[src/rtl/hem_pkg.sv]
package hem_pkg;

  typedef enum logic [1:0] {
    CMD_SRC   = 2'd0,
    CMD_TGT   = 2'd1,
    CMD_BUILD = 2'd2,
    CMD_MAP   = 2'd3
  } cmd_t;

  // commands from the controller to the datapath
  typedef struct packed {
    logic accept;
    logic idx_clr;
    logic clr_wr;
    logic clr_map;
    logic cnt_rd;
    logic cnt_wr;
    logic s_acc;
    logic s_mul;
    logic t_acc;
    logic t_mul;
    logic e_mul;
    logic e_step;
    logic m_cmp;
    logic load_map;
    logic load_build;
  } ctrl_t;

  // status from the datapath to the controller
  typedef struct packed {
    logic err;
    logic mode;
    logic i_last;
    logic j_last;
    logic hit;
    logic more;
    logic t_primed;
    logic out_free;
  } stat_t;

endpackage

[src/rtl/hem_ctrl.sv]
module hem_ctrl (
  input  logic            clk,
  input  logic            rst,
  input  logic            in_valid,
  input  logic [1:0]      cmd,
  output logic            in_stall,
  input  hem_pkg::stat_t  st,
  output hem_pkg::ctrl_t  ctl
);
  import hem_pkg::*;

  typedef enum logic [17:0] {
    ST_INIT  = 18'h00001,
    ST_IDLE  = 18'h00002,
    ST_C_RD  = 18'h00004,
    ST_C_WR  = 18'h00008,
    ST_M_RD  = 18'h00010,
    ST_M_OUT = 18'h00020,
    ST_B_SEL = 18'h00040,
    ST_S_RD  = 18'h00080,
    ST_S_ACC = 18'h00100,
    ST_S_MUL = 18'h00200,
    ST_T_RD  = 18'h00400,
    ST_T_ACC = 18'h00800,
    ST_T_MUL = 18'h01000,
    ST_M_CMP = 18'h02000,
    ST_E_MUL = 18'h04000,
    ST_E_STP = 18'h08000,
    ST_CLR   = 18'h10000,
    ST_B_OUT = 18'h20000
  } state_t;

  state_t state, state_next;

  always_ff @(posedge clk) begin
    if (rst) begin
      state <= ST_INIT;
    end else begin
      state <= state_next;
    end
  end

  assign in_stall = (state != ST_IDLE);

  always_comb begin
    state_next = state;
    ctl        = '0;
    case (state)
      ST_INIT: begin
        ctl.clr_wr  = 1'b1;
        ctl.clr_map = 1'b1;
        if (st.i_last) state_next = ST_IDLE;
      end
      ST_IDLE: begin
        if (in_valid) begin
          ctl.accept = 1'b1;
          case (cmd_t'(cmd))
            CMD_SRC, CMD_TGT: state_next = ST_C_RD;
            CMD_MAP:          state_next = ST_M_RD;
            default: begin
              ctl.idx_clr = 1'b1;
              state_next  = ST_B_SEL;
            end
          endcase
        end
      end
      ST_C_RD: begin
        ctl.cnt_rd = 1'b1;
        state_next = ST_C_WR;
      end
      ST_C_WR: begin
        ctl.cnt_wr = 1'b1;
        state_next = ST_IDLE;
      end
      ST_M_RD: state_next = ST_M_OUT;
      ST_M_OUT: begin
        if (st.out_free) begin
          ctl.load_map = 1'b1;
          state_next   = ST_IDLE;
        end
      end
      ST_B_SEL: state_next = st.err ? ST_CLR : ST_S_RD;
      ST_S_RD:  state_next = ST_S_ACC;
      ST_S_ACC: begin
        ctl.s_acc  = 1'b1;
        state_next = st.mode ? ST_S_MUL : ST_E_MUL;
      end
      ST_S_MUL: begin
        ctl.s_mul  = 1'b1;
        state_next = st.t_primed ? ST_M_CMP : ST_T_RD;
      end
      ST_T_RD:  state_next = ST_T_ACC;
      ST_T_ACC: begin
        ctl.t_acc  = 1'b1;
        state_next = ST_T_MUL;
      end
      ST_T_MUL: begin
        ctl.t_mul  = 1'b1;
        state_next = ST_M_CMP;
      end
      ST_M_CMP: begin
        ctl.m_cmp = 1'b1;
        if (st.hit || st.j_last) begin
          state_next = st.i_last ? ST_CLR : ST_S_RD;
        end else begin
          state_next = ST_T_RD;
        end
      end
      ST_E_MUL: begin
        ctl.e_mul  = 1'b1;
        state_next = ST_E_STP;
      end
      ST_E_STP: begin
        ctl.e_step = 1'b1;
        if (!st.more) state_next = st.i_last ? ST_CLR : ST_S_RD;
      end
      ST_CLR: begin
        ctl.clr_wr = 1'b1;
        if (st.i_last) state_next = ST_B_OUT;
      end
      ST_B_OUT: begin
        if (st.out_free) begin
          ctl.load_build = 1'b1;
          state_next     = ST_IDLE;
        end
      end
      default: state_next = ST_INIT;
    endcase
  end

endmodule

[config.mk]
export PLATFORM = sky130hd
export DESIGN_NAME = hem_ctrl
export DESIGN_NICKNAME = d
export VERILOG_FILES = /design/src/rtl/hem_pkg.sv /design/src/rtl/hem_ctrl.sv
export SDC_FILE = /design/constraint.sdc
export NUM_CORES = 1
export LEC_CHECK = 0
export BUFFER_PORTS_ARGS = -buffer_cell sky130_fd_sc_hd__clkbuf_2
export CORE_UTILIZATION = 45
export CTS_CLUSTER_DIAMETER = 200
export DETAILED_ROUTE_END_ITERATION = 7
export HOLD_SLACK_MARGIN = 0.08
export PLACE_DENSITY = 0.75
export SYNTH_ARGS = -nofsm -noshare
export SYNTH_HDL_FRONTEND = slang
export SYNTH_SLANG_ARGS = --single-unit
export TNS_END_PERCENT = 10
[constraint.sdc]
create_clock -name clk -period 2.3 [get_ports clk]
set_input_delay 0.23 -clock clk [delete_from_list [all_inputs] [get_ports clk]]
set_output_delay 0.23 -clock clk [all_outputs]
set_load 0.05 [all_outputs]
## Yosys cells after proc, flatten, opt, wreduce, memory -nomap -nowiden

Index checks and enable logic that the tools add are counted.

- Multiplexer cells: 29
- Reduce and logical (&&, ||, !) cells: 7
- Equal/unequal tests: 26

Operators by type and width:

| cell | count |
|---|---|
| one-hot mux 18 bit (17 select lines) | 1 |
| 2-to-1 mux 18 bit | 5 |
| 2-to-1 mux 17 bit | 3 |
| == test 18 x 1 -> 1 bit, second input constant | 1 |
| == test 18 x 10 -> 1 bit, second input constant | 1 |
| == test 18 x 11 -> 1 bit, second input constant | 1 |
| == test 18 x 12 -> 1 bit, second input constant | 1 |
| == test 18 x 13 -> 1 bit, second input constant | 1 |
| == test 18 x 14 -> 1 bit, second input constant | 1 |
| == test 18 x 15 -> 1 bit, second input constant | 1 |
| == test 18 x 16 -> 1 bit, second input constant | 1 |
| == test 18 x 17 -> 1 bit, second input constant | 1 |
| == test 18 bit, second input constant | 1 |
| == test 18 x 2 -> 1 bit, second input constant | 1 |
| == test 18 x 3 -> 1 bit, second input constant | 1 |
| == test 18 x 4 -> 1 bit, second input constant | 1 |
| == test 18 x 5 -> 1 bit, second input constant | 1 |
| == test 18 x 6 -> 1 bit, second input constant | 1 |
| == test 18 x 7 -> 1 bit, second input constant | 1 |
| == test 18 x 8 -> 1 bit, second input constant | 1 |
| == test 18 x 9 -> 1 bit, second input constant | 1 |
| != test 18 x 2 -> 1 bit, second input constant | 1 |
| 2-to-1 mux 1 bit | 15 |
| 2-to-1 mux 15 bit | 1 |
| 12 further kinds | 18 |

- Flip-flop bits (word level): 18
- Output and inout bits: 16

## Depth between registers and ports, before layout

Gate-level depths: netlist of run 1.

- Depth in word-level cells: 5
- Depth in mapped cells: 8
- Mapped depth without buffers: 7

## Least setup slack after synthesis of run 1

Ideal clock, no wire load.

- Path type: register to register
- Start point: reg state[11]
- End point: reg state[0]
- Path buffers: 1
- Data required time: 2168 ps
- Setup slack: -923 ps
- Data arrival time: 3091 ps
- Cell stages (with the launch flop): 8
- Cell sequence: dfxtp_1 buf_6 nor4_4 nand3_2 nor4b_1 inv_1 nand3_1 o41ai_1

- Cells in the longest elaborated chain, start to end: 4
- Elaborated cells on any way between the ends: 26
- Classes of those cells: eq/ne (23); mux (1); reduce/logical (2)

RTL lines:

| item | line | source |
|---|---|---|
| start: declaration | hem_ctrl.sv:33 | `state_t state, state_next;` |
| start signal: assignment | hem_ctrl.sv:39 | `state <= state_next;` |
| == test 18 bit / == test 18 x 6 -> 1 bit (equally long branches) | hem_ctrl.sv:48 | `case (state)` |
| OR reduction 2 bit (no line) | n/a |  |
| != test 2 x 1 -> 1 bit (no line) | n/a |  |
| AND reduction 5 bit (no line) | n/a |  |

Several ways; a longest one is shown, not always the timed one.
A chain may end at the register's enable or synchronous reset.

==> results.tsv, run 1 <==
stage	metric	value	unit
run_status	failing checks	negative setup slack	
yosys	sequential-to-total area share from yosys stat	0.282	
global_route	first-pass GRT wire length	5640	um
sta	number of setup violations in the final report	2	
cells_and_area	area grow syn2layout	27.1	%
die	Initial Util	0.494	
die	DIE AREA	3060	um2
min_path	Hold Crit Class	in2reg	
yosys	flops & latches, synth	18	
die	Die Wd	55.3	um
detailed_routing	vias	1347	
yosys	Netlist cell types	48	
yosys	Yosys top cell area share	0.282	
yosys	Synth area leader	dfxtp_1	
worst_setup_path	WP data required	2.07	ns
global_route	initial antenna violation count	0	
yosys	top post-synthesis cells by area	dfxtp_1 28%, nor2_1 6.8%, nor4_4 6.7%	
clock_network	H-tree levels	1	
yosys	Syn Nets	169	
worst_setup_path	reg2reg path depth	7	
yosys	Post-synth EDFFs	0	
die	die height	55.3	um
cells_and_area	commonest non-fill, non-tap cell in the layout	nor2_1	
yosys	Mapped Avg Cell Area	8.20	um2
min_path	Hold Path Cell Cnt	2	
power	VDD IR-drop max	0.827	mV
clock_network	TritonCTS clock tree	done	
global_route	largest net degree at the start of global routing	11	
sta	worst hold slack	0.0948	ns
yosys	FFs w/ async S/R, synth	0	
detailed_routing	DR iter-0 viols	50	
cells_and_area	largest reg by FF count	state	
clock_network	Root Buffer Master	clkbuf_4	
cells_and_area	n_diodes	0	
clock_network	clk_lat worst skew	0.29	ns
power	static leakage	0.646	nW
flow_run	max-cap violation count	0	
yosys	Mapped Cells	156	
power	Pwr Total	1.21	mW
yosys	synthesis warning total	0	
detailed_routing	First-pass DRT Iterations	4	
worst_setup_path	worst path arrival time	2.09	ns
detailed_routing	Antenna Violating Nets Remaining	0	
clock_network	# hold bufs at CTS	0	
worst_setup_path	kind of critical path	reg2out	
clock_network	Reg clk slew, reported paths	0.10	ns
cells_and_area	most frequent cells in the layout	22 x nor2_1, 17 x clkbuf_2, 16 x buf_4	
die	num ports	29	
clock_network	Clock Tree Buf Depth	2	
power	Cell Pwr Density	744	nW/um2
sta	Final min period	2.32	ns
sta	Worst Tran Pin Value	0.527	ns
global_route	Tot GR Track Use	0.229	
place	port bufs	28	
detailed_routing	vias per inst	6.12	
sta	unrepaired setup endpoints after global routing	yes	
sta	Slew HR	0.646	
global_route	grt ovf	0	
yosys	prevailing post-synth register cell	dfxtp_1	
clock_network	CTS Buf Count	3	
worst_setup_path	Max FO, Critical Path	7	
clock_network	Clock Sinks	18	
sta	crit share post-route	1.01	
cells_and_area	layout cell share with drive strength beyond 1	0.368	
sta	final hold vios	0	
detailed_routing	Remaining DRCs	0	
worst_setup_path	CP endpoint kind	output port	
sta	Worst Clk Skew	0.00116	ns
cells_and_area	FILL cells	211	
cells_and_area	fin nets	204	
die	core area	2590	um2
sta	FMAX	432	MHz
die	FP Rows	18	
detailed_routing	routed len/inst	15.3	um
global_route	vias in the first global route	1235	
place	DP HPWL	2660	um
sta	Slew Viols, Final	0	
sta	setup ws final	-0.0155	ns
worst_setup_path	startpoint types	register	
run_status	outcome	finished, violations left	
detailed_routing	drt total wl	3370	um
place	routability congestion estimate from global placement	0.951	
cells_and_area	max reg flops	18	
yosys	post-synthesis instance area	1280	um2
cells_and_area	top flop regs	state (18)	
[synth_stat cells, types with 2 or more instances]
master,instances
clkbuf_1,4
nand2b_1,4
or2_2,2
nor3_1,6
and3b_1,2
nor4_1,8
dfxtp_1,18
and3_1,2
a22oi_1,3
nor4_4,4
and2_1,3
nand2_1,8
o211ai_1,2
o21ai_0,4
buf_2,2
inv_1,8
a21oi_1,4
o22ai_1,2
nor2b_1,3
nand3_1,5
nor2_1,23
and4b_1,2
nor4b_1,5
nand3b_1,2
xnor2_1,2
nand4_1,4
xor2_1,3
[timing repair]
item / in CTS / in global routing
pin swaps: 4 / 2
cloned: 0 / 0
setup endpoints to repair: 10 / 11
setup buffers: 1 / 1
resized for setup: 19 / 19
[through the flow]
stage	TNS (ns)	utilization	instances	area, um2	setup WS, ns
5_1_grt	-0.616	0.628	220	1630	-0.106
2_1_floorplan	-0.659	-	156	1300	-0.164
3_5_place_dp	0	0.578	214	1500	0.139
6_report	-0.0300	0.628	220	1630	-0.0155
3_3_place_gp	0	0.578	214	1500	0.183
4_1_cts	-0.0246	0.618	219	1600	-0.0246
[worst max-delay path: stages, from the launching register on]
cell and delay (ns):
dfxtp_4 0.38, nor4_4 0.38, and3_4 0.24, nor4b_4 0.22
and2b_1 0.20, and3b_1 0.21, buf_8 0.15
[metal layers]
layer | vias up | GRT usage | wire [um]
met4 | 0 | 0.0786 | 63
met1 | 620 | 0.321 | 1520
met5 | - | 0 | 0
met2 | 65 | 0.351 | 1490
li1 | 653 | - | -
met3 | 9 | 0.0422 | 294
[layout make-up]
type | instances | area (um2) | area share
multi-input combinational | 123 | 888 | 0.547
sequential | 18 | 370 | 0.228
timing repair buffer | 37 | 263 | 0.162
tap | 30 | 37.5 | 0.0231
clock buffer | 4 | 36.3 | 0.0223
inverter | 8 | 30.0 | 0.0185
[path summary, 6_finish.rpt]
path               endpoint     start  slack, ns
setup / recovery     ctl[8]  state[6]      -0.02
hold / removal    state[14]     st[6]       0.09
setup reg to reg  state[16]  state[6]       0.17
hold reg to reg    state[8]  state[7]       0.53
[kinds of logic after synthesis]
kind of cell,count (synthesis),synth area share
compound gates,24,0.131
xor+xnor,5,0.0343
buf+inv,15,0.0519
flops,18,0.282
simple gates,94,0.501
[report_power, final]
group | internal [mW] | switching [mW]
Clock | 0.0965 | 0.0942
Sequential | 0.332 | 0.0395
Combinational | 0.256 | 0.390
Total | 0.685 | 0.524
(Power assumes the default switching activity.)
==> run 2, diff against run 1 <==
--- a/config.mk
+++ b/config.mk
@@ -5,6 +5,7 @@
 export SDC_FILE = /design/constraint.sdc
 export NUM_CORES = 1
 export LEC_CHECK = 0
+export ABC_AREA = 1
 export BUFFER_PORTS_ARGS = -buffer_cell sky130_fd_sc_hd__clkbuf_2
 export CORE_UTILIZATION = 45
 export CTS_CLUSTER_DIAMETER = 200
==> results.tsv, run 2 <==
stage	metric	value	unit	change
sta	Slew HR	0.814		was 0.646
power	Cell Pwr Density	1060	nW/um2	was 744 nW/um2
die	FP Rows	19		was 18
sta	Slew Viols, Final	0		unchanged
cells_and_area	most frequent cells in the layout	38 x nor2_1, 34 x inv_1, 33 x nand2_1		was 22 x nor2_1, 17 x clkbuf_2, 16 x buf_4
sta	number of setup violations in the final report	0		was 2
cells_and_area	max reg flops	18		unchanged
yosys	list of most frequent post-synthesis cells	38 x nor2_1, 34 x inv_1, 33 x nand2_1		was 23 x nor2_1, 18 x dfxtp_1, 8 x inv_1, 8 x nand2_1, 8 x nor4_1
cells_and_area	fin nets	246		was 204
min_path	Hold Path Cell Cnt	2		unchanged
yosys	Yosys top cell area share	0.279		was 0.282
cells_and_area	top flop regs	state (18)		unchanged
yosys	synthesis warning total	0		unchanged
clock_network	clk_lat worst skew	0.31	ns	was 0.29 ns
yosys	Syn Nets	215		was 169
place	DP HPWL	2350	um	was 2660 um
power	Net Sw Frac	0.544		was 0.433
place	Cell Area, Placed	1450	um2	was 1500 um2
yosys	FFs w/ async S/R, synth	0		unchanged
sta	crit share post-route	0.931		was 1.01
die	num ports	29		unchanged
place	Cells after DPL	259		was 214
yosys	Netlist cell types	25		was 48
detailed_routing	First-pass DRT Iterations	4		unchanged
clock_network	# hold bufs at CTS	0		unchanged
worst_setup_path	Reg-to-Reg Start	state[17]		was state[6]
worst_setup_path	RR Endpoint	state[5]		was state[16]
min_path	min-delay src	st[6]		unchanged
yosys	top post-synthesis cells by area	dfxtp_1 28%, nor2_1 11%, inv_1 9.9%		was dfxtp_1 28%, nor2_1 6.8%, nor4_4 6.7%
detailed_routing	DR iter-0 viols	38		was 50
worst_setup_path	Max FO, Critical Path	7		unchanged
min_path	worst hold path endpoint	state[14]		unchanged
global_route	largest net degree at the start of global routing	18		was 11
clock_network	H-tree levels	1		unchanged
place	routability congestion estimate from global placement	0.851		was 0.951
global_route	vias in the first global route	1125		was 1235
worst_setup_path	worst path arrival time	1.91	ns	was 2.09 ns
cells_and_area	layout cell share with drive strength beyond 1	0.263		was 0.368
die	die height	55.6	um	was 55.3 um
clock_network	Clock Sinks	18		unchanged
yosys	count leader, synth	nor2_1		unchanged
global_route	initial antenna violation count	0		unchanged
sta	FMAX	467	MHz	was 432 MHz
detailed_routing	vias	1290		was 1347
yosys	Post-synth EDFFs	0		unchanged
cells_and_area	largest reg by FF count	state		unchanged
detailed_routing	drt total wl	2950	um	was 3370 um
min_path	Hold Crit Class	in2reg		unchanged
die	core area	2730	um2	was 2590 um2
run_status	outcome	finished, final reports clean		was finished, violations left
cells_and_area	Design Area, Final	1490	um2	was 1630 um2
sta	final hold vios	0		unchanged
power	Pwr Total	1.57	mW	was 1.21 mW
clock_network	TritonCTS clock tree	done		unchanged
global_route	grt ovf	0		unchanged
power	static leakage	0.841	nW	was 0.646 nW
yosys	Mapped Cells	202		was 156
clock_network	setup bufs post-CTS	0		was 1
cells_and_area	n_diodes	0		unchanged
worst_setup_path	reg2reg path depth	10		was 7
die	Initial Util	0.473		was 0.494
sta	Worst Tran Pin Value	0.280	ns	was 0.527 ns
yosys	prevailing post-synth register cell	dfxtp_1		unchanged
clock_network	Reg clk slew, reported paths	0.10	ns	about the same
detailed_routing	routed len/inst	11.2	um	was 15.3 um
power	Switch Pwr	858	uW	was 524 uW
global_route	Tot GR Track Use	0.200		was 0.229
worst_setup_path	CP endpoint kind	output port		unchanged
cells_and_area	multi-input logic area	779	um2	was 888 um2
worst_setup_path	slack of the worst reg-to-reg path	0.55	ns	was 0.17 ns
sta	Final min period	2.14	ns	was 2.32 ns
die	Die Wd	55.6	um	was 55.3 um
cells_and_area	FILL cells	280		was 211
power	internal power	717	uW	was 685 uW
clock_network	Root Buffer Master	clkbuf_4		unchanged
worst_setup_path	kind of critical path	reg2out		unchanged
worst_setup_path	startpoint types	register		unchanged
sta	Worst Clk Skew	0.00729	ns	was 0.00116 ns
yosys	sequential-to-total area share from yosys stat	0.279		was 0.282
power	Gate power share	0.620		was 0.535
yosys	Mapped Avg Cell Area	6.40	um2	was 8.20 um2
sta	Fin Setup TNS	0	ns	was -0.0300 ns
flow_run	max-cap violation count	0		unchanged
place	port bufs	28		unchanged
cells_and_area	Reg area	360	um2	was 370 um2
power	Seq pwr share	0.250		was 0.307
clock_network	CTS Buf Count	3		unchanged
power	VDD IR-drop max	0.637	mV	was 0.827 mV
global_route	first-pass GRT wire length	4800	um	was 5640 um
yosys	post-synthesis instance area	1290	um2	was 1280 um2
cells_and_area	area grow syn2layout	15.2	%	was 27.1%
detailed_routing	Remaining DRCs	0		unchanged
detailed_routing	Antenna Violating Nets Remaining	0		unchanged
clock_network	Clock Tree Buf Depth	2		unchanged
sta	unrepaired setup endpoints after global routing	no		was yes
yosys	Synth area leader	dfxtp_1		unchanged
yosys	flops & latches, synth	18		unchanged
die	DIE AREA	3090	um2	was 3060 um2
detailed_routing	vias per inst	4.90		was 6.12
cells_and_area	commonest non-fill, non-tap cell in the layout	nor2_1		unchanged
power	clock power share	0.130		was 0.158
cells_and_area	fin cells	263		was 220
worst_setup_path	WP data required	2.07	ns	about the same
-- run 2: per-layer routing --
metal,up-vias,global-route usage,routed length (um)
li1,691,-,-
met1,567,0.268,1480
met2,25,0.322,1330
met3,7,0.0279,82
met4,0,0.0857,57
met5,-,0,0
-- run 2: power by group through the flow --
stage	clock network (mW)	registers (mW)	logic [mW]
2_1_floorplan	0	0.395	0.828
3_3_place_gp	0	0.400	0.965
3_5_place_dp	0	0.401	0.971
4_1_cts	0.210	0.394	0.975
5_1_grt	0.221	0.398	1.08
6_report	0.205	0.393	0.977
-- run 2: worst max path at each step --
| stage | endpoint | cells past startpoint | startpoint |
|---|---|---|---|
| global route | ctl[13] | 10 | state[10] |
| floorplan | ctl[13] | 9 | state[12] |
| CTS | ctl[13] | 10 | state[12] |
| detailed placement | ctl[13] | 10 | state[12] |
| finish | ctl[13] | 10 | state[12] |
| global placement | ctl[13] | 10 | state[14] |
-- run 2: final cells by class --
cell class,count,area share
Sequential cell,18,0.242
Multi-Input combinational cell,146,0.523
Clock buffer,4,0.0243
Tap cell,31,0.0260
Timing Repair Buffer,28,0.0940
Inverter,36,0.0907
-- run 2: cell families after synthesis --
logic type / count (synthesis) / share of synthesized area
simple gates: 140 / 0.579
buf+inv: 38 / 0.119
flops: 18 / 0.279
compound gates: 6 / 0.0232
-- run 2: per-stage QoR --
| step | util | setup slack (ns) | hold WS [ns] |
|---|---|---|---|
| 6_report | 0.545 | 0.160 | 0.120 |
| 5_1_grt | 0.545 | 0.00305 | 0.132 |
| 4_1_cts | 0.545 | 0.130 | 0.112 |
| 3_3_place_gp | 0.532 | 0.520 | 0.438 |
| 2_1_floorplan | - | 0.0980 | 0.308 |
| 3_5_place_dp | 0.532 | 0.485 | 0.439 |
-- run 2: worst max-delay path: stages, from the launching register on --
cell	delay (ns)
dfxtp_1	0.33
nor2_1	0.17
nand2_2	0.13
nor2_8	0.19
nand2_2	0.08
inv_2	0.11
nand2_2	0.07
inv_1	0.08
nand3b_1	0.09
nor2_1	0.09
buf_2	0.26
-- run 2: timing repair --
item	in CTS	in global routing
endpoints found under the setup margin	0	1
resized for setup	0	1
hold endpoints to repair	0	0
